## src/rocu_pkg.sv

```systemverilog
`timescale 1ns / 1ps

package rocu_pkg;

   localparam int DEF_MAX_SLABS = 1024;

   localparam int FUNC_W      = 3;
   localparam int SLAB_W      = 12;
   localparam int SLAB_OUT_W  = 10;
   localparam int BEGIN_W     = 13;
   localparam int REPORT_W    = 11;
   localparam int ACTION_W    = 16;
   localparam int SC_W        = 11;
   localparam int START_W     = 10;
   localparam int CSR_INDEX_W = 2;
   localparam int CSR_DATA_W  = 11;

   localparam logic [REPORT_W-1:0] REPORT_MAX = '1;
   localparam logic [ACTION_W-1:0] ACTION_MAX = '1;

   localparam int RESET_SLAB_COUNT     = 1024;
   localparam int RESET_START_SLAB     = 0;
   localparam int RESET_EXPECTED_TOTAL = 1024;

   typedef enum logic [FUNC_W-1:0] {
      FN_ATTEMPT = 3'd0,
      FN_QUERY   = 3'd1,
      FN_MARK    = 3'd2,
      FN_FORCE   = 3'd3,
      FN_RESTART = 3'd4
   } func_type;

   typedef enum logic [CSR_INDEX_W-1:0] {
      CSR_SLAB_COUNT     = 2'd0,
      CSR_START_SLAB     = 2'd1,
      CSR_EXPECTED_TOTAL = 2'd2
   } csr_index_type;

   typedef enum logic [3:0] {
      ST_CLEAR,
      ST_IDLE,
      ST_LP_WAIT,
      ST_ATT_RD,
      ST_ATT_CHK,
      ST_WS_WAIT,
      ST_Q_RD,
      ST_Q_DONE,
      ST_Q_B0_WAIT,
      ST_SCAN_RD,
      ST_SCAN_CHK,
      ST_M_WR,
      ST_R_WAIT,
      ST_RCLEAR,
      ST_RESP
   } ctrl_state_type;

   typedef enum logic [1:0] {
      MS_IDLE,
      MS_RUN,
      MS_FIX
   } mod_state_type;

   typedef enum logic [1:0] {
      SRC_LP,
      SRC_SLAB,
      SRC_SLAB_M1,
      SRC_START_M1
   } mod_src_type;

   typedef enum logic [2:0] {
      MEM_NONE,
      MEM_RD_WS,
      MEM_RD_WB,
      MEM_WR_WS,
      MEM_CLR
   } mem_op_type;

   typedef struct packed {
      logic        capture;
      logic        mod_start;
      mod_src_type mod_src;
      logic        lpw_load;
      logic        ws_mod_load;
      logic        ws_next_load;
      logic        beg_load;
      logic        beg_step;
      mem_op_type  mem_op;
      logic        attempt_apply;
      logic        qdone_load;
      logic        mark_apply;
      logic        restart_apply;
      logic        rsp_load;
   } ctrl_cmd_type;

   typedef struct packed {
      logic     mod_done;
      logic     exec_ok;
      logic     scan_more;
      logic     clr_last;
      logic     rsp_free;
      func_type func;
   } ctrl_stat_type;

   function automatic int idx_w_f(int m);
      return (m > 1) ? $clog2(m) : 1;
   endfunction

   function automatic int cnt_w_f(int m);
      return $clog2(m + 1);
   endfunction

   function automatic int val_w_f(int m);
      return (idx_w_f(m) + 1 > 13) ? idx_w_f(m) + 1 : 13;
   endfunction

   function automatic int beg_w_f(int m);
      return ((cnt_w_f(m) > 12) ? cnt_w_f(m) : 12) + 2;
   endfunction

endpackage

```

## src/ring_order_completion_tracker_unit.sv

```systemverilog
`timescale 1ns / 1ps

// Tracks in-order execution of the slabs of a ring with one done mark per slab held in a
// single-port memory, a last-executed pointer and saturating counters. Items are taken
// one at a time; every accepted item gives exactly one result item. Each item first
// reduces the last pointer modulo the ring size in a shift-subtract unit, which skips
// the shift-subtract loop when the magnitude of the value is below the ring size and
// runs it over every bit of the value otherwise; slab indices are reduced the same way.
// An attempt then reads and checks the done mark of the slab after the last pointer;
// a mark-to-repeat or a force-done writes the done mark of its slab. A query reduces
// three values, reads the done mark of its slab and then scans backward over the done
// slabs before a final check. Restart and reset run a clearing pass over all MAX_SLABS
// done marks, one per cycle, during which no item is accepted; configuration writes
// are always taken and should be made while idle. The result register lets the next
// item be accepted while a result waits to be taken; a result held by a stall holds
// the next one.

module ring_order_completion_tracker_unit #(
   parameter int MAX_SLABS = rocu_pkg::DEF_MAX_SLABS
) (
   input  logic                                    clock,
   input  logic                                    reset,
   input  logic                                    req_valid,
   output logic                                    req_stall,
   input  logic        [rocu_pkg::FUNC_W-1:0]      req_func,
   input  logic signed [rocu_pkg::SLAB_W-1:0]      req_slab,
   input  logic                                    req_ready_req,
   output logic                                    rsp_valid,
   input  logic                                    rsp_stall,
   output logic                                    rsp_attempted,
   output logic                                    rsp_executed,
   output logic        [rocu_pkg::SLAB_OUT_W-1:0]  rsp_slab_out,
   output logic                                    rsp_slab_done,
   output logic signed [rocu_pkg::BEGIN_W-1:0]     rsp_range_begin,
   output logic        [rocu_pkg::REPORT_W-1:0]    rsp_executed_count,
   output logic        [rocu_pkg::ACTION_W-1:0]    rsp_raw_count,
   output logic                                    rsp_all_done,
   output logic                                    rsp_all_done_total,
   output logic        [rocu_pkg::SLAB_OUT_W-1:0]  rsp_last_slab,
   input  logic                                    csr_valid,
   output logic                                    csr_ready,
   input  logic        [rocu_pkg::CSR_INDEX_W-1:0] csr_index,
   input  logic        [rocu_pkg::CSR_DATA_W-1:0]  csr_wdata
);
   import rocu_pkg::*;

   ctrl_cmd_type  cmd;
   ctrl_stat_type stat;

   rocu_ctrl u_ctrl (
      .clock    (clock),
      .reset    (reset),
      .req_valid(req_valid),
      .req_stall(req_stall),
      .stat     (stat),
      .cmd      (cmd)
   );

   rocu_dp #(
      .MAX_SLABS(MAX_SLABS)
   ) u_dp (
      .clock             (clock),
      .reset             (reset),
      .cmd               (cmd),
      .stat              (stat),
      .req_func          (req_func),
      .req_slab          (req_slab),
      .req_ready_req     (req_ready_req),
      .rsp_valid         (rsp_valid),
      .rsp_stall         (rsp_stall),
      .rsp_attempted     (rsp_attempted),
      .rsp_executed      (rsp_executed),
      .rsp_slab_out      (rsp_slab_out),
      .rsp_slab_done     (rsp_slab_done),
      .rsp_range_begin   (rsp_range_begin),
      .rsp_executed_count(rsp_executed_count),
      .rsp_raw_count     (rsp_raw_count),
      .rsp_all_done      (rsp_all_done),
      .rsp_all_done_total(rsp_all_done_total),
      .rsp_last_slab     (rsp_last_slab),
      .csr_valid         (csr_valid),
      .csr_ready         (csr_ready),
      .csr_index         (csr_index),
      .csr_wdata         (csr_wdata)
   );

endmodule

```

## src/rocu_mod.sv

```systemverilog
`timescale 1ns / 1ps

module rocu_mod #(
   parameter int MAX_SLABS = rocu_pkg::DEF_MAX_SLABS,
   localparam int IDX_W = rocu_pkg::idx_w_f(MAX_SLABS),
   localparam int CNT_W = rocu_pkg::cnt_w_f(MAX_SLABS),
   localparam int VAL_W = rocu_pkg::val_w_f(MAX_SLABS)
) (
   input  logic                    clock,
   input  logic                    reset,
   input  logic                    start,
   input  logic signed [VAL_W-1:0] value,
   input  logic        [CNT_W-1:0] n,
   output logic                    done,
   output logic        [IDX_W-1:0] result
);
   import rocu_pkg::*;

   localparam int MW = (VAL_W > CNT_W) ? VAL_W : CNT_W;
   localparam int CW = $clog2(VAL_W + 1);

   mod_state_type    state_ff, state_in;
   logic [CW-1:0]    cnt_ff;
   logic [VAL_W-1:0] mag_ff;
   logic [CNT_W-1:0] rem_ff;
   logic             neg_ff;

   logic [VAL_W-1:0] mag_in;
   logic             fits;
   logic [CNT_W:0]   r2;
   logic [CNT_W:0]   r2_sub;
   logic [CNT_W-1:0] fixed;

   always_comb begin
      mag_in = value[VAL_W-1] ? unsigned'(-value) : unsigned'(value);
      fits   = MW'(mag_in) < MW'(n);
      r2     = {rem_ff, mag_ff[VAL_W-1]};
      r2_sub = (r2 >= (CNT_W+1)'(n)) ? r2 - (CNT_W+1)'(n) : r2;
      fixed  = (neg_ff && rem_ff != '0) ? n - rem_ff : rem_ff;
   end

   always_comb begin
      state_in = state_ff;
      if (start) begin
         state_in = fits ? MS_FIX : MS_RUN;
      end else begin
         unique case (state_ff)
            MS_IDLE: state_in = MS_IDLE;
            MS_RUN:  state_in = (cnt_ff == CW'(1)) ? MS_FIX : MS_RUN;
            MS_FIX:  state_in = MS_IDLE;
            default: state_in = MS_IDLE;
         endcase
      end
   end

   always_comb begin
      done   = (state_ff == MS_FIX);
      result = IDX_W'(fixed);
   end

   always_ff @(posedge clock) begin
      if (reset) begin
         state_ff <= MS_IDLE;
      end else begin
         state_ff <= state_in;
      end
   end

   always_ff @(posedge clock) begin
      if (start) begin
         neg_ff <= value[VAL_W-1];
         mag_ff <= mag_in;
         cnt_ff <= CW'(VAL_W);
         rem_ff <= fits ? CNT_W'(mag_in) : '0;
      end else if (state_ff == MS_RUN) begin
         rem_ff <= CNT_W'(r2_sub);
         mag_ff <= mag_ff << 1;
         cnt_ff <= cnt_ff - CW'(1);
      end
   end

endmodule

```

## src/rocu_dp.sv

```systemverilog
`timescale 1ns / 1ps

module rocu_dp #(
   parameter int MAX_SLABS = rocu_pkg::DEF_MAX_SLABS
) (
   input  logic                                       clock,
   input  logic                                       reset,
   input  rocu_pkg::ctrl_cmd_type                     cmd,
   output rocu_pkg::ctrl_stat_type                    stat,
   input  logic        [rocu_pkg::FUNC_W-1:0]         req_func,
   input  logic signed [rocu_pkg::SLAB_W-1:0]         req_slab,
   input  logic                                       req_ready_req,
   output logic                                       rsp_valid,
   input  logic                                       rsp_stall,
   output logic                                       rsp_attempted,
   output logic                                       rsp_executed,
   output logic        [rocu_pkg::SLAB_OUT_W-1:0]     rsp_slab_out,
   output logic                                       rsp_slab_done,
   output logic signed [rocu_pkg::BEGIN_W-1:0]        rsp_range_begin,
   output logic        [rocu_pkg::REPORT_W-1:0]       rsp_executed_count,
   output logic        [rocu_pkg::ACTION_W-1:0]       rsp_raw_count,
   output logic                                       rsp_all_done,
   output logic                                       rsp_all_done_total,
   output logic        [rocu_pkg::SLAB_OUT_W-1:0]     rsp_last_slab,
   input  logic                                       csr_valid,
   output logic                                       csr_ready,
   input  logic        [rocu_pkg::CSR_INDEX_W-1:0]    csr_index,
   input  logic        [rocu_pkg::CSR_DATA_W-1:0]     csr_wdata
);
   import rocu_pkg::*;

   localparam int IDX_W  = idx_w_f(MAX_SLABS);
   localparam int CNT_W  = cnt_w_f(MAX_SLABS);
   localparam int VAL_W  = val_w_f(MAX_SLABS);
   localparam int BEG_W  = beg_w_f(MAX_SLABS);
   localparam int EXT_W  = (CNT_W > SC_W) ? CNT_W : SC_W;
   localparam int RST_N  = (MAX_SLABS < RESET_SLAB_COUNT) ? MAX_SLABS : RESET_SLAB_COUNT;
   localparam logic [IDX_W-1:0] LP_RESET = IDX_W'(RST_N - 1);
   localparam logic [IDX_W-1:0] CLR_LAST = IDX_W'(MAX_SLABS - 1);
   localparam logic signed [VAL_W-1:0] ONE_V = 1;
   localparam logic signed [BEG_W-1:0] ONE_B = 1;

   // configuration
   logic [SC_W-1:0]     slab_count_ff;
   logic [START_W-1:0]  start_ff;
   logic [REPORT_W-1:0] expected_ff;

   // ring state
   logic                done_mem [MAX_SLABS];
   logic [IDX_W-1:0]    last_ptr_ff;
   logic [REPORT_W-1:0] report_ff;
   logic [ACTION_W-1:0] action_ff;
   logic [IDX_W-1:0]    clr_ff;

   // working registers
   func_type                func_ff;
   logic signed [SLAB_W-1:0] slab_ff;
   logic                    ready_ff;
   logic [IDX_W-1:0]        lp_w_ff;
   logic [IDX_W-1:0]        ws_ff;
   logic [IDX_W-1:0]        wb_ff;
   logic signed [BEG_W-1:0] begin_ff;
   logic                    rd_ff;
   logic                    attempted_ff;
   logic                    executed_ff;
   logic                    qdone_ff;

   // result register
   logic                     rsp_valid_ff;
   logic                     rsp_attempted_ff;
   logic                     rsp_executed_ff;
   logic [SLAB_OUT_W-1:0]    rsp_slab_out_ff;
   logic                     rsp_slab_done_ff;
   logic signed [BEGIN_W-1:0] rsp_begin_ff;
   logic [REPORT_W-1:0]      rsp_report_ff;
   logic [ACTION_W-1:0]      rsp_action_ff;
   logic                     rsp_all_done_ff;
   logic                     rsp_all_total_ff;
   logic [SLAB_OUT_W-1:0]    rsp_last_ff;

   logic [EXT_W-1:0]         sc_ext;
   logic [CNT_W-1:0]         n;
   logic signed [VAL_W-1:0]  slab_x;
   logic signed [VAL_W-1:0]  mod_val;
   logic                     mod_done;
   logic [IDX_W-1:0]         mod_res;
   logic [CNT_W-1:0]         nx;
   logic [IDX_W-1:0]         ws_next;
   logic [IDX_W-1:0]         wb_dec;
   logic signed [BEG_W:0]    diff;
   logic signed [BEG_W:0]    n_s;
   logic                     exec_ok;
   logic [IDX_W-1:0]         mem_addr;
   logic                     mem_we;
   logic                     mem_wdata;
   logic                     rsp_take;

   always_comb begin
      sc_ext = EXT_W'(slab_count_ff);
      if (sc_ext == '0) begin
         n = CNT_W'(1);
      end else if (sc_ext > EXT_W'(MAX_SLABS)) begin
         n = CNT_W'(MAX_SLABS);
      end else begin
         n = CNT_W'(sc_ext);
      end
   end

   always_comb begin
      slab_x = VAL_W'(slab_ff);
      case (cmd.mod_src)
         SRC_LP:       mod_val = signed'(VAL_W'(last_ptr_ff));
         SRC_SLAB:     mod_val = slab_x;
         SRC_SLAB_M1:  mod_val = slab_x - ONE_V;
         SRC_START_M1: mod_val = signed'(VAL_W'(start_ff)) - ONE_V;
         default:      mod_val = slab_x;
      endcase
   end

   rocu_mod #(
      .MAX_SLABS(MAX_SLABS)
   ) u_mod (
      .clock (clock),
      .reset (reset),
      .start (cmd.mod_start),
      .value (mod_val),
      .n     (n),
      .done  (mod_done),
      .result(mod_res)
   );

   always_comb begin
      nx      = CNT_W'(mod_res) + CNT_W'(1);
      ws_next = (nx == n) ? '0 : IDX_W'(nx);
      wb_dec  = (wb_ff == '0) ? IDX_W'(n - CNT_W'(1)) : wb_ff - IDX_W'(1);
      diff    = (BEG_W+1)'(slab_ff) - (BEG_W+1)'(begin_ff);
      n_s     = signed'((BEG_W+1)'(n));
      exec_ok = !rd_ff && ready_ff;
   end

   // done marks memory
   always_comb begin
      unique case (cmd.mem_op)
         MEM_RD_WB: mem_addr = wb_ff;
         MEM_CLR:   mem_addr = clr_ff;
         default:   mem_addr = ws_ff;
      endcase
      mem_we    = (cmd.mem_op == MEM_WR_WS) || (cmd.mem_op == MEM_CLR);
      mem_wdata = (cmd.mem_op == MEM_WR_WS) && (func_ff != FN_MARK);
   end

   always_ff @(posedge clock) begin
      if (mem_we) begin
         done_mem[mem_addr] <= mem_wdata;
      end
      rd_ff <= done_mem[mem_addr];
   end

   // configuration and ring control state
   always_ff @(posedge clock) begin
      if (reset) begin
         slab_count_ff <= SC_W'(RESET_SLAB_COUNT);
         start_ff      <= START_W'(RESET_START_SLAB);
         expected_ff   <= REPORT_W'(RESET_EXPECTED_TOTAL);
         last_ptr_ff   <= LP_RESET;
         report_ff     <= '0;
         action_ff     <= '0;
         clr_ff        <= '0;
      end else begin
         if (csr_valid && csr_ready) begin
            unique case (csr_index)
               CSR_SLAB_COUNT:     slab_count_ff <= SC_W'(csr_wdata);
               CSR_START_SLAB:     start_ff      <= START_W'(csr_wdata);
               CSR_EXPECTED_TOTAL: expected_ff   <= REPORT_W'(csr_wdata);
               default: ;
            endcase
         end
         if (cmd.mem_op == MEM_CLR) begin
            clr_ff <= (clr_ff == CLR_LAST) ? '0 : clr_ff + IDX_W'(1);
         end
         if (cmd.attempt_apply && exec_ok) begin
            last_ptr_ff <= ws_ff;
            if (report_ff != REPORT_MAX) report_ff <= report_ff + REPORT_W'(1);
            if (action_ff != ACTION_MAX) action_ff <= action_ff + ACTION_W'(1);
         end
         if (cmd.mark_apply) begin
            if (func_ff == FN_MARK) begin
               if (report_ff != '0) report_ff <= report_ff - REPORT_W'(1);
            end else begin
               if (report_ff != REPORT_MAX) report_ff <= report_ff + REPORT_W'(1);
            end
         end
         if (cmd.restart_apply) begin
            last_ptr_ff <= mod_res;
            report_ff   <= '0;
            action_ff   <= '0;
         end
      end
   end

   // working registers
   always_ff @(posedge clock) begin
      if (cmd.capture) begin
         func_ff      <= func_type'(req_func);
         slab_ff      <= req_slab;
         ready_ff     <= req_ready_req;
         attempted_ff <= 1'b0;
         executed_ff  <= 1'b0;
         qdone_ff     <= 1'b0;
      end
      if (cmd.lpw_load) lp_w_ff <= mod_res;
      if (cmd.ws_mod_load) ws_ff <= mod_res;
      if (cmd.ws_next_load) ws_ff <= ws_next;
      if (cmd.qdone_load) qdone_ff <= rd_ff;
      if (cmd.beg_load) begin
         begin_ff <= signed'(BEG_W'(mod_res));
         wb_ff    <= mod_res;
      end
      if (cmd.beg_step) begin
         begin_ff <= begin_ff - ONE_B;
         wb_ff    <= wb_dec;
      end
      if (cmd.attempt_apply) begin
         attempted_ff <= !rd_ff;
         executed_ff  <= exec_ok;
         if (exec_ok) lp_w_ff <= ws_ff;
      end
      if (cmd.restart_apply) lp_w_ff <= mod_res;
   end

   // result register
   assign rsp_take = rsp_valid_ff && !rsp_stall;

   always_ff @(posedge clock) begin
      if (reset) begin
         rsp_valid_ff <= 1'b0;
      end else if (cmd.rsp_load) begin
         rsp_valid_ff <= 1'b1;
      end else if (rsp_take) begin
         rsp_valid_ff <= 1'b0;
      end
   end

   always_ff @(posedge clock) begin
      if (cmd.rsp_load) begin
         rsp_attempted_ff <= attempted_ff;
         rsp_executed_ff  <= executed_ff;
         rsp_slab_out_ff  <= (func_ff == FN_ATTEMPT) ? SLAB_OUT_W'(ws_ff) : '0;
         rsp_slab_done_ff <= qdone_ff;
         rsp_begin_ff     <= (func_ff == FN_QUERY) ? BEGIN_W'(begin_ff) : '0;
         rsp_report_ff    <= report_ff;
         rsp_action_ff    <= action_ff;
         rsp_all_done_ff  <= (EXT_W'(report_ff) == EXT_W'(n));
         rsp_all_total_ff <= (report_ff == expected_ff);
         rsp_last_ff      <= SLAB_OUT_W'(lp_w_ff);
      end
   end

   always_comb begin
      rsp_valid          = rsp_valid_ff;
      rsp_attempted      = rsp_attempted_ff;
      rsp_executed       = rsp_executed_ff;
      rsp_slab_out       = rsp_slab_out_ff;
      rsp_slab_done      = rsp_slab_done_ff;
      rsp_range_begin    = rsp_begin_ff;
      rsp_executed_count = rsp_report_ff;
      rsp_raw_count      = rsp_action_ff;
      rsp_all_done       = rsp_all_done_ff;
      rsp_all_done_total = rsp_all_total_ff;
      rsp_last_slab      = rsp_last_ff;
      csr_ready          = 1'b1;
   end

   always_comb begin
      stat.mod_done  = mod_done;
      stat.exec_ok   = exec_ok;
      stat.scan_more = rd_ff && (diff < n_s);
      stat.clr_last  = (clr_ff == CLR_LAST);
      stat.rsp_free  = !rsp_valid_ff || !rsp_stall;
      stat.func      = func_ff;
   end

endmodule

```

## src/rocu_ctrl.sv

```systemverilog
`timescale 1ns / 1ps

module rocu_ctrl (
   input  logic                    clock,
   input  logic                    reset,
   input  logic                    req_valid,
   output logic                    req_stall,
   input  rocu_pkg::ctrl_stat_type stat,
   output rocu_pkg::ctrl_cmd_type  cmd
);
   import rocu_pkg::*;

   ctrl_state_type state_ff, state_in;

   always_ff @(posedge clock) begin
      if (reset) begin
         state_ff <= ST_CLEAR;
      end else begin
         state_ff <= state_in;
      end
   end

   always_comb begin
      state_in = state_ff;
      unique case (state_ff)
         ST_CLEAR: begin
            if (stat.clr_last) state_in = ST_IDLE;
         end
         ST_IDLE: begin
            if (req_valid) state_in = ST_LP_WAIT;
         end
         ST_LP_WAIT: begin
            if (stat.mod_done) begin
               unique case (stat.func) inside
                  FN_ATTEMPT:                  state_in = ST_ATT_RD;
                  FN_QUERY, FN_MARK, FN_FORCE: state_in = ST_WS_WAIT;
                  FN_RESTART:                  state_in = ST_R_WAIT;
                  default:                     state_in = ST_RESP;
               endcase
            end
         end
         ST_ATT_RD:  state_in = ST_ATT_CHK;
         ST_ATT_CHK: state_in = ST_RESP;
         ST_WS_WAIT: begin
            if (stat.mod_done) begin
               state_in = (stat.func == FN_QUERY) ? ST_Q_RD : ST_M_WR;
            end
         end
         ST_Q_RD:   state_in = ST_Q_DONE;
         ST_Q_DONE: state_in = ST_Q_B0_WAIT;
         ST_Q_B0_WAIT: begin
            if (stat.mod_done) state_in = ST_SCAN_RD;
         end
         ST_SCAN_RD: state_in = ST_SCAN_CHK;
         ST_SCAN_CHK: begin
            state_in = stat.scan_more ? ST_SCAN_RD : ST_RESP;
         end
         ST_M_WR: state_in = ST_RESP;
         ST_R_WAIT: begin
            if (stat.mod_done) state_in = ST_RCLEAR;
         end
         ST_RCLEAR: begin
            if (stat.clr_last) state_in = ST_RESP;
         end
         ST_RESP: begin
            if (stat.rsp_free) state_in = ST_IDLE;
         end
         default: state_in = ST_CLEAR;
      endcase
   end

   always_comb begin
      cmd       = '0;
      cmd.mod_src = SRC_LP;
      cmd.mem_op  = MEM_NONE;
      req_stall = (state_ff != ST_IDLE);
      unique case (state_ff)
         ST_CLEAR: cmd.mem_op = MEM_CLR;
         ST_IDLE: begin
            if (req_valid) begin
               cmd.capture   = 1'b1;
               cmd.mod_start = 1'b1;
               cmd.mod_src   = SRC_LP;
            end
         end
         ST_LP_WAIT: begin
            if (stat.mod_done) begin
               cmd.lpw_load = 1'b1;
               unique case (stat.func) inside
                  FN_ATTEMPT: cmd.ws_next_load = 1'b1;
                  FN_QUERY, FN_MARK, FN_FORCE: begin
                     cmd.mod_start = 1'b1;
                     cmd.mod_src   = SRC_SLAB;
                  end
                  FN_RESTART: begin
                     cmd.mod_start = 1'b1;
                     cmd.mod_src   = SRC_START_M1;
                  end
                  default: ;
               endcase
            end
         end
         ST_ATT_RD: cmd.mem_op = MEM_RD_WS;
         ST_ATT_CHK: begin
            cmd.attempt_apply = 1'b1;
            if (stat.exec_ok) cmd.mem_op = MEM_WR_WS;
         end
         ST_WS_WAIT: begin
            if (stat.mod_done) cmd.ws_mod_load = 1'b1;
         end
         ST_Q_RD: cmd.mem_op = MEM_RD_WS;
         ST_Q_DONE: begin
            cmd.qdone_load = 1'b1;
            cmd.mod_start  = 1'b1;
            cmd.mod_src    = SRC_SLAB_M1;
         end
         ST_Q_B0_WAIT: begin
            if (stat.mod_done) cmd.beg_load = 1'b1;
         end
         ST_SCAN_RD: cmd.mem_op = MEM_RD_WB;
         ST_SCAN_CHK: begin
            if (stat.scan_more) cmd.beg_step = 1'b1;
         end
         ST_M_WR: begin
            cmd.mem_op     = MEM_WR_WS;
            cmd.mark_apply = 1'b1;
         end
         ST_R_WAIT: begin
            if (stat.mod_done) cmd.restart_apply = 1'b1;
         end
         ST_RCLEAR: cmd.mem_op = MEM_CLR;
         ST_RESP: begin
            if (stat.rsp_free) cmd.rsp_load = 1'b1;
         end
         default: ;
      endcase
   end

endmodule

```

## config.mk

```make
export PLATFORM = sky130hd
export DESIGN_NAME = ring_order_completion_tracker_unit
export DESIGN_NICKNAME = d
export VERILOG_FILES = /design/src/rocu_pkg.sv /design/src/ring_order_completion_tracker_unit.sv /design/src/rocu_mod.sv /design/src/rocu_dp.sv /design/src/rocu_ctrl.sv
export SDC_FILE = /design/constraint.sdc
export NUM_CORES = 2
export LEC_CHECK = 0
export ABC_CLOCK_PERIOD_IN_PS = 46400
export BUFFER_PORTS_ARGS = -buffer_cell sky130_fd_sc_hd__buf_2
export CAP_MARGIN = 20
export CORE_UTILIZATION = 38
export CTS_BUF_LIST = sky130_fd_sc_hd__clkbuf_8
export CTS_CLUSTER_DIAMETER = 30
export CTS_CLUSTER_SIZE = 12
export DETAILED_ROUTE_END_ITERATION = 10
export SYNTH_ARGS = -nofsm -noshare
export SYNTH_HDL_FRONTEND = slang
export SYNTH_SLANG_ARGS = --single-unit
export TNS_END_PERCENT = 5
```

## constraint.sdc

```tcl
create_clock -name clock -period 46.4 [get_ports clock]
set_input_delay 2.32 -clock clock [delete_from_list [all_inputs] [get_ports clock]]
set_output_delay 2.32 -clock clock [all_outputs]
set_load 0.01 [all_outputs]
```

# Word level (Yosys, flattened, before mapping)
# Memory sizes are Yosys's and may differ from the RTL's. A register that Yosys moved wholly into a read port is not among the register bits.
# Cells that the tools add are included.
[op_classes]
addsub = 15
n_lt_le_gt_ge = 4
n_eq_ne = 45
n_mux = 79
n_reduce_logical = 36
[ops]
columns = ["operator", "count"]
rows = [
  ["$mux 10", 14],
  ["$mux 11", 12],
  ["$pmux 4 s14", 1],
  ["$pmux 13 s4", 1],
  ["$mux 4", 11],
  ["$mux 13", 3],
  ["$eq 11x11->1", 3],
  ["$eq 4x4->1 const B", 7],
  ["$mux 14", 2],
  ["$mux 1", 24],
  ["$reduce_bool 11->1", 2],
  ["$pmux 10 s2", 1],
  ["$sub 10x1->10 const B", 2],
  ["$add 16x1->16 const B", 1],
  ["$eq 4x3->1 const B", 4],
  ["$ne 16x16->1 const B", 1],
  ["$lt 15x12->1", 1],
  ["$pmux 3 s5", 1],
  ["$sub 12x14->15", 1],
  ["$reduce_bool 2->1", 7],
  ["$sub 14x2->14 const B", 1],
  ["$lt 13x11->1", 1],
  ["$neg 13->13", 1],
  ["$sub 12x2->13 const B", 1],
  ["other kinds (40)", 76],
]
[totals]
register_bits = 243
ramBits = 1024
input_bits = 34
output_inout_bits = 68
wordCells = 214
memories = 1
[mem_list]
columns = ["name", "words", "width", "read_ports", "rd_clocked_by_memory_dff", "write_ports", "line", "rtl"]
rows = [
  ["u_dp.done_mem", 1024, 1, 1, 1, 1, "rocu_dp.sv:49", "logic done_mem [MAX_SLABS];"],
]

# Longest topological paths before layout
[depth]
ltp_word = 12
depth_mapped = 22
depth_no_buf = 20

# By module
# Synthesis repeated with hierarchy kept, for this count alone.
[hier_totals]
hier_cells = 5159
area_unflattened_um2 = 59538.4
[modules_own_cells]
columns = ["mod", "n_inst", "cells_per_inst", "area_each_um2", "seq_area_each_um2"]
rows = [
  ["rocu_dp", 1, 4708, 55859.8, 36114.6],
  ["rocu_mod", 1, 361, 3064.2, 870.8],
  ["rocu_ctrl", 1, 90, 614.3, 80.1],
]

# Worst setup path before layout
# No wires, ideal clock.
[synth_path]
path_type = "register -> register"
from = "register u_ctrl.state_ff[1]"
to = "memory u_dp.done_mem[0] (data pin)"
setup_time_ns = 5.686
t_arrival_ns = 28.650
required_ns = 40.714
path_slack_ns = 12.064
stages_incl_launch_ff = 6
period_less_slack_ns = 34.336
cell_sequence = "dfxtp_1 > clkbuf_1 > buf_1 > clkbuf_1 > nand3_1 > a21oi_1"
[synth_between]
elab_chain_cells = 5
word_cells_on_any_way = 12
cone_classes = "eq/ne (7); mux (1); reduce/logical (4)"
[synth_rtl]
columns = ["element", "line", "rtl"]
rows = [
  ["start: declaration", "rocu_ctrl.sv:13", "ctrl_state_type state_ff, state_in;"],
  ["start signal: assignment", "rocu_ctrl.sv:19", "state_ff <= state_in;"],
  ["$eq 4x4->1 (tied with other cells)", "rocu_ctrl.sv:77", "unique case (state_ff)"],
  ["$reduce_or 2->1 (no source line)", "n/a", ""],
  ["$pmux 3 s5 (*)", "rocu_ctrl.sv:77", ""],
  ["$eq 3x2->1 (*)", "rocu_dp.sv:149", "mem_wdata = (cmd.mem_op == MEM_WR_WS) && (func_ff != FN_MARK);"],
  ["$logic_and 1x1->1 (*)", "rocu_dp.sv:149", ""],
  ["named net u_dp.mem_wdata", "rocu_dp.sv:95", "logic mem_wdata;"],
  ["end: declaration", "rocu_dp.sv:49", ""],
]
# The timed path passes the listed nets; every way through them passes the cells marked *.

# Final worst setup path
[layout_path]
from = "register u_ctrl.state_ff[2]"
to = "register u_dp.rd_ff (read register of u_dp.done_mem)"
[layout_between]
elab_chain_cells = 5
word_cells_on_any_way = 13
cone_classes = "eq/ne (8); mux (2); reduce/logical (3)"
[layout_rtl]
columns = ["element", "line", "rtl"]
rows = [
  ["$eq 4x4->1 (tied with other cells)", "rocu_ctrl.sv:77", ""],
  ["$reduce_or 2->1 (no source line)", "n/a", ""],
  ["$pmux 3 s5 (*)", "rocu_ctrl.sv:77", ""],
  ["$eq 3x3->1 / $eq 3x2->1 (equally long branches)", "rocu_dp.sv:143", "unique case (cmd.mem_op)"],
  ["$pmux 10 s2 (*)", "rocu_dp.sv:143", ""],
  ["end: declaration", "rocu_dp.sv:63", "logic rd_ff;"],
]
# Mark *: on every way between the ends. The rest lies on a longest branch, timed or not.
# A chain may end at the register's enable or synchronous reset.

==> results.sh <==
export IMPL_crit_type="reg2reg"
export IMPL_ff2ff_path_depth=15
export IMPL_path_cells="or4b_1, a21oi_1, nor3_2, buf_4, buf_4, buf_4, buf_4, mux2i_1, mux2i_1, a32oi_1, nand3_1, o21ai_0, nand4_1, a22oi_1, nand4_1"
export IMPL_rsz0062_at_grt="false"
export IMPL_finalClockSkew_ns=0.1096
export IMPL_grt_first_pass_wirelength_um=278900
export IMPL_crit_slowest_cell="buf_4"
export IMPL_clk_path_buf_depth=4
export IMPL_grt_pass1_vias=44082
export IMPL_cts_setup_buffers=0
export IMPL_dr_pass1_iters=8
export IMPL_tns_ns=0
export IMPL_post_place_ws_ns=39.75
export IMPL_crit_path_start="u_ctrl.state_ff[2]$_SDFFE_PP0P_"
export IMPL_synth_ff_type="edfxtp_1"
export IMPL_startpoint_type="flip-flop"
export IMPL_synth_area_leaders="edfxtp_1, nor2_1, nand2_1, nand3_1, dfxtp_1"
export IMPL_slowest_delay_ns=0.99
export IMPL_crit_fanout=79
export IMPL_core_area_um2=156600
export IMPL_cpMostUsedCell="buf_4"
export IMPL_cts_tree="built"
export IMPL_drv_slew=0
export IMPL_slew_headroom_pct=21.22
export IMPL_rows=145
export IMPL_yosysSeqAreaShare_pct=61.76
export IMPL_gr_total_overflow=0
export IMPL_htreeDepth=5
export IMPL_synth_edf_count=1167
export IMPL_finalHoldViolations=0
export IMPL_hold_path_class="reg2reg"
export IMPL_gp_congestion=0.9036
export IMPL_ff2ff_setup_slack_ns=39.71
export IMPL_async_reset_ff_share_pct=0
export IMPL_post_synth_top_area_cell="edfxtp_1"
export IMPL_ctsResizeCount=0
export IMPL_wl_per_cell_um=22.86
export IMPL_syn_area_per_cell_um2=10.07
export IMPL_ys_ff_latch=1268
export IMPL_synthToLayoutAreaGrowth_pct=15.29
export IMPL_yosysWarnings=0
export IMPL_drive_gt1_share_pct=12.05
export IMPL_synth_top_cell_area_share_pct=58.40
export IMPL_powerDensity_nw_per_um2=39.90
export IMPL_clock_root_buffer="clkbuf_8"
export IMPL_start_util_pct=38.33
export IMPL_syn_area_um2=60010
export IMPL_port_buffers=100
export IMPL_drt_iter0_drc=6051
export IMPL_grt_max_degree=199
export IMPL_fin_crit_ns=6.685
export IMPL_cp_end_kind="flip-flop"
export IMPL_finalSetupViolations=0
export IMPL_hpwl_um=97200
export IMPL_worstMarginPinSlew_ns=1.182
export IMPL_cts_made_buffers=304
export IMPL_hold_buffers=0
export IMPL_timing_final_crit_share_pct=14.41
export IMPL_drc_errors=0
export IMPL_grtUsageTotal_pct=23.33
export IMPL_endpoint="u_dp.rd_ff$_DFF_P_"
export IMPL_clk_pin_slew_ns=0.06
export IMPL_antenna_found_initial=4
export IMPL_viasPerCell=5.630
export IMPL_post_layout_nonfiller_instances=8283
export IMPL_ios=102
export IMPL_num_vias=46632
export IMPL_ant_nets=0
export IMPL_final_net_count=6110
export IMPL_die_area_um2=159500
export IMPL_peakVddDrop_mv=0.03565
export IMPL_max_cap_viol_count=0
export IMPL_crit_arrival_ns=7.57
export IMPL_postSynthCellCount=5960
export IMPL_synth_nets=6064
export IMPL_leakage_nw=23.31
export IMPL_r2r_end="u_dp.rd_ff$_DFF_P_"
export IMPL_clkSinkCount=1268
export IMPL_dp_cells=7733
export IMPL_wirelength_um=189300
export IMPL_clk_latency_ns=1.02
export IMPL_r2r_start="u_ctrl.state_ff[2]$_SDFFE_PP0P_"
export IMPL_required_ns=47.28
export IMPL_ys_types=101
export IMPL_fp_dieH_um=399.4
export IMPL_status="completed"
export IMPL_setup_ws_ns=39.71
export IMPL_die_x_um=399.4
export IMPL_fmaxAchievable_mhz=149.6
state kept, by name, summed over array words and instances, names as in the netlist, 12 cells and up:
name                  count
u_dp.slab_ff             12
u_dp.u_mod.mag_ff        13
u_dp.rsp_range_begin     13
u_dp.done_mem          1024
u_dp.begin_ff            14
u_dp.action_ff           16
u_dp.rsp_raw_count       16
metrics by stage:
stage	power [mW]	cell area (um2)	util, %	hold slack [ns]
after global placement	1.389	62210	39.73	0.4197
after CTS	2.777	68610	43.82	0.4397
after detailed placement	1.390	62240	39.75	0.4218
after global routing	2.844	69180	44.19	0.4492
after floorplan	1.344	60010	-	0.4003
final	2.761	69190	44.19	0.4362
cell usage in the layout, fill, tap and decap left out, types with 67 or more instances in the layout:
cell type  synthesis  final
nor2_1          1260   1252
edfxtp_1        1167   1167
nand2_1         1099   1067
nand3_1          707    707
clkbuf_8           0    314
mux2i_1          149    149
inv_1             74    112
dfxtp_1          101    101
buf_2             21    100
o21ai_0           96     96
a21oi_1           98     96
xnor2_1           76     76
nand4_1           72     72
buf_4              3     69
ha_1              67     67
kinds of logic (layout without fill, tap and decap cells):
| group | Yosys count | after routing | share of synthesized area [%] |
|---|---|---|---|
| and+or+nand+nor | 3374 | 3374 | 24.07 |
| DFF | 1268 | 1268 | 61.76 |
| buffers and inverters | 533 | 796 | 3.438 |
| AOI/OAI and AO/OA | 437 | 437 | 4.806 |
| muxes | 153 | 153 | 2.560 |
| xor gates and xnor gates | 124 | 124 | 1.858 |
| adders and majority gates | 70 | 70 | 1.497 |
| other | 1 | 3 | 0.006249 |
per-layer routing:
| layer | GRT usage, % | routed length, um |
|---|---|---|
| met1 | 31.71 | 77750 |
| met2 | 37.64 | 88640 |
| met3 | 4.154 | 17820 |
| met4 | 7.640 | 5128 |
| met5 | 0 | 0 |
cell usage after synthesis (7+ instances only):
| master | n |
|---|---|
| nor3_1 | 47 |
| mux2i_1 | 149 |
| xnor2_1 | 76 |
| nor3b_1 | 8 |
| edfxtp_1 | 1167 |
| a211oi_1 | 8 |
| buf_1 | 53 |
| dfxtp_1 | 101 |
| buf_2 | 21 |
| nand3_1 | 707 |
| o21a_1 | 11 |
| a22oi_1 | 23 |
| o211ai_1 | 11 |
| nand2b_1 | 21 |
| ha_1 | 67 |
| a32oi_1 | 32 |
| or3_1 | 18 |
| a21o_1 | 17 |
| a21boi_0 | 7 |
| and2_1 | 24 |
| a31oi_1 | 18 |
| clkbuf_1 | 377 |
| nor4_1 | 16 |
| or2_2 | 12 |
| inv_1 | 74 |
| nor2_1 | 1260 |
| o31ai_1 | 7 |
| nand2_1 | 1099 |
| o2bb2ai_1 | 9 |
| o21ai_1 | 11 |
| nand4_1 | 72 |
| and3_1 | 16 |
| nor2b_1 | 25 |
| o22ai_1 | 29 |
| o32ai_1 | 7 |
| o21ai_0 | 96 |
| xor2_1 | 46 |
| a21oi_1 | 98 |
worst min-delay path by stage:
stage                                          from                              end  slack, ns  cells past startpoint
floorplan           u_dp.attempted_ff$_SDFFCE_PN0P_     u_dp.rsp_attempted$_DFFE_PP_       0.40                      0
global placement            u_dp.lp_w_ff[3]$_DFF_P_  u_dp.rsp_last_slab[3]$_DFFE_PP_       0.42                      0
detailed placement          u_dp.lp_w_ff[3]$_DFF_P_  u_dp.rsp_last_slab[3]$_DFFE_PP_       0.42                      0
CTS                         u_dp.lp_w_ff[5]$_DFF_P_  u_dp.rsp_last_slab[5]$_DFFE_PP_       0.44                      0
global route                u_dp.lp_w_ff[5]$_DFF_P_  u_dp.rsp_last_slab[5]$_DFFE_PP_       0.45                      0
finish                      u_dp.lp_w_ff[5]$_DFF_P_  u_dp.rsp_last_slab[5]$_DFFE_PP_       0.44                      0
report_power, final:
| group | switching, mW | leakage [nW] | internal [mW] |
|---|---|---|---|
| combinational | 0.0969 | 10.6 | 0.0375 |
| clock | 0.545 | 3.35 | 0.846 |
| sequential | 0.00267 | 9.32 | 1.23 |
| total | 0.645 | 23.3 | 2.12 |
worst max-delay path: cells and delay by family, from the launching register on:
family | cells | cell delay, ns
compound gates | 4 | 1.07
flops | 1 | 0.92
buf+inv | 4 | 3.29
mux | 2 | 0.37
simple gates | 5 | 0.83
area by class of cell:
cell class	count	area [um2]
Sequential cell	1268	37070
Timing Repair Buffer	197	1680
Antenna cell	2	5.005
Tap cell	2058	2575
Clock inverter	209	2053
Inverter	76	287.8
Clock buffer	314	4322
Fill cell	14848	87380
Multi-Input combinational cell	4159	21200
Note: power is estimated with default switching activity, not from simulation.
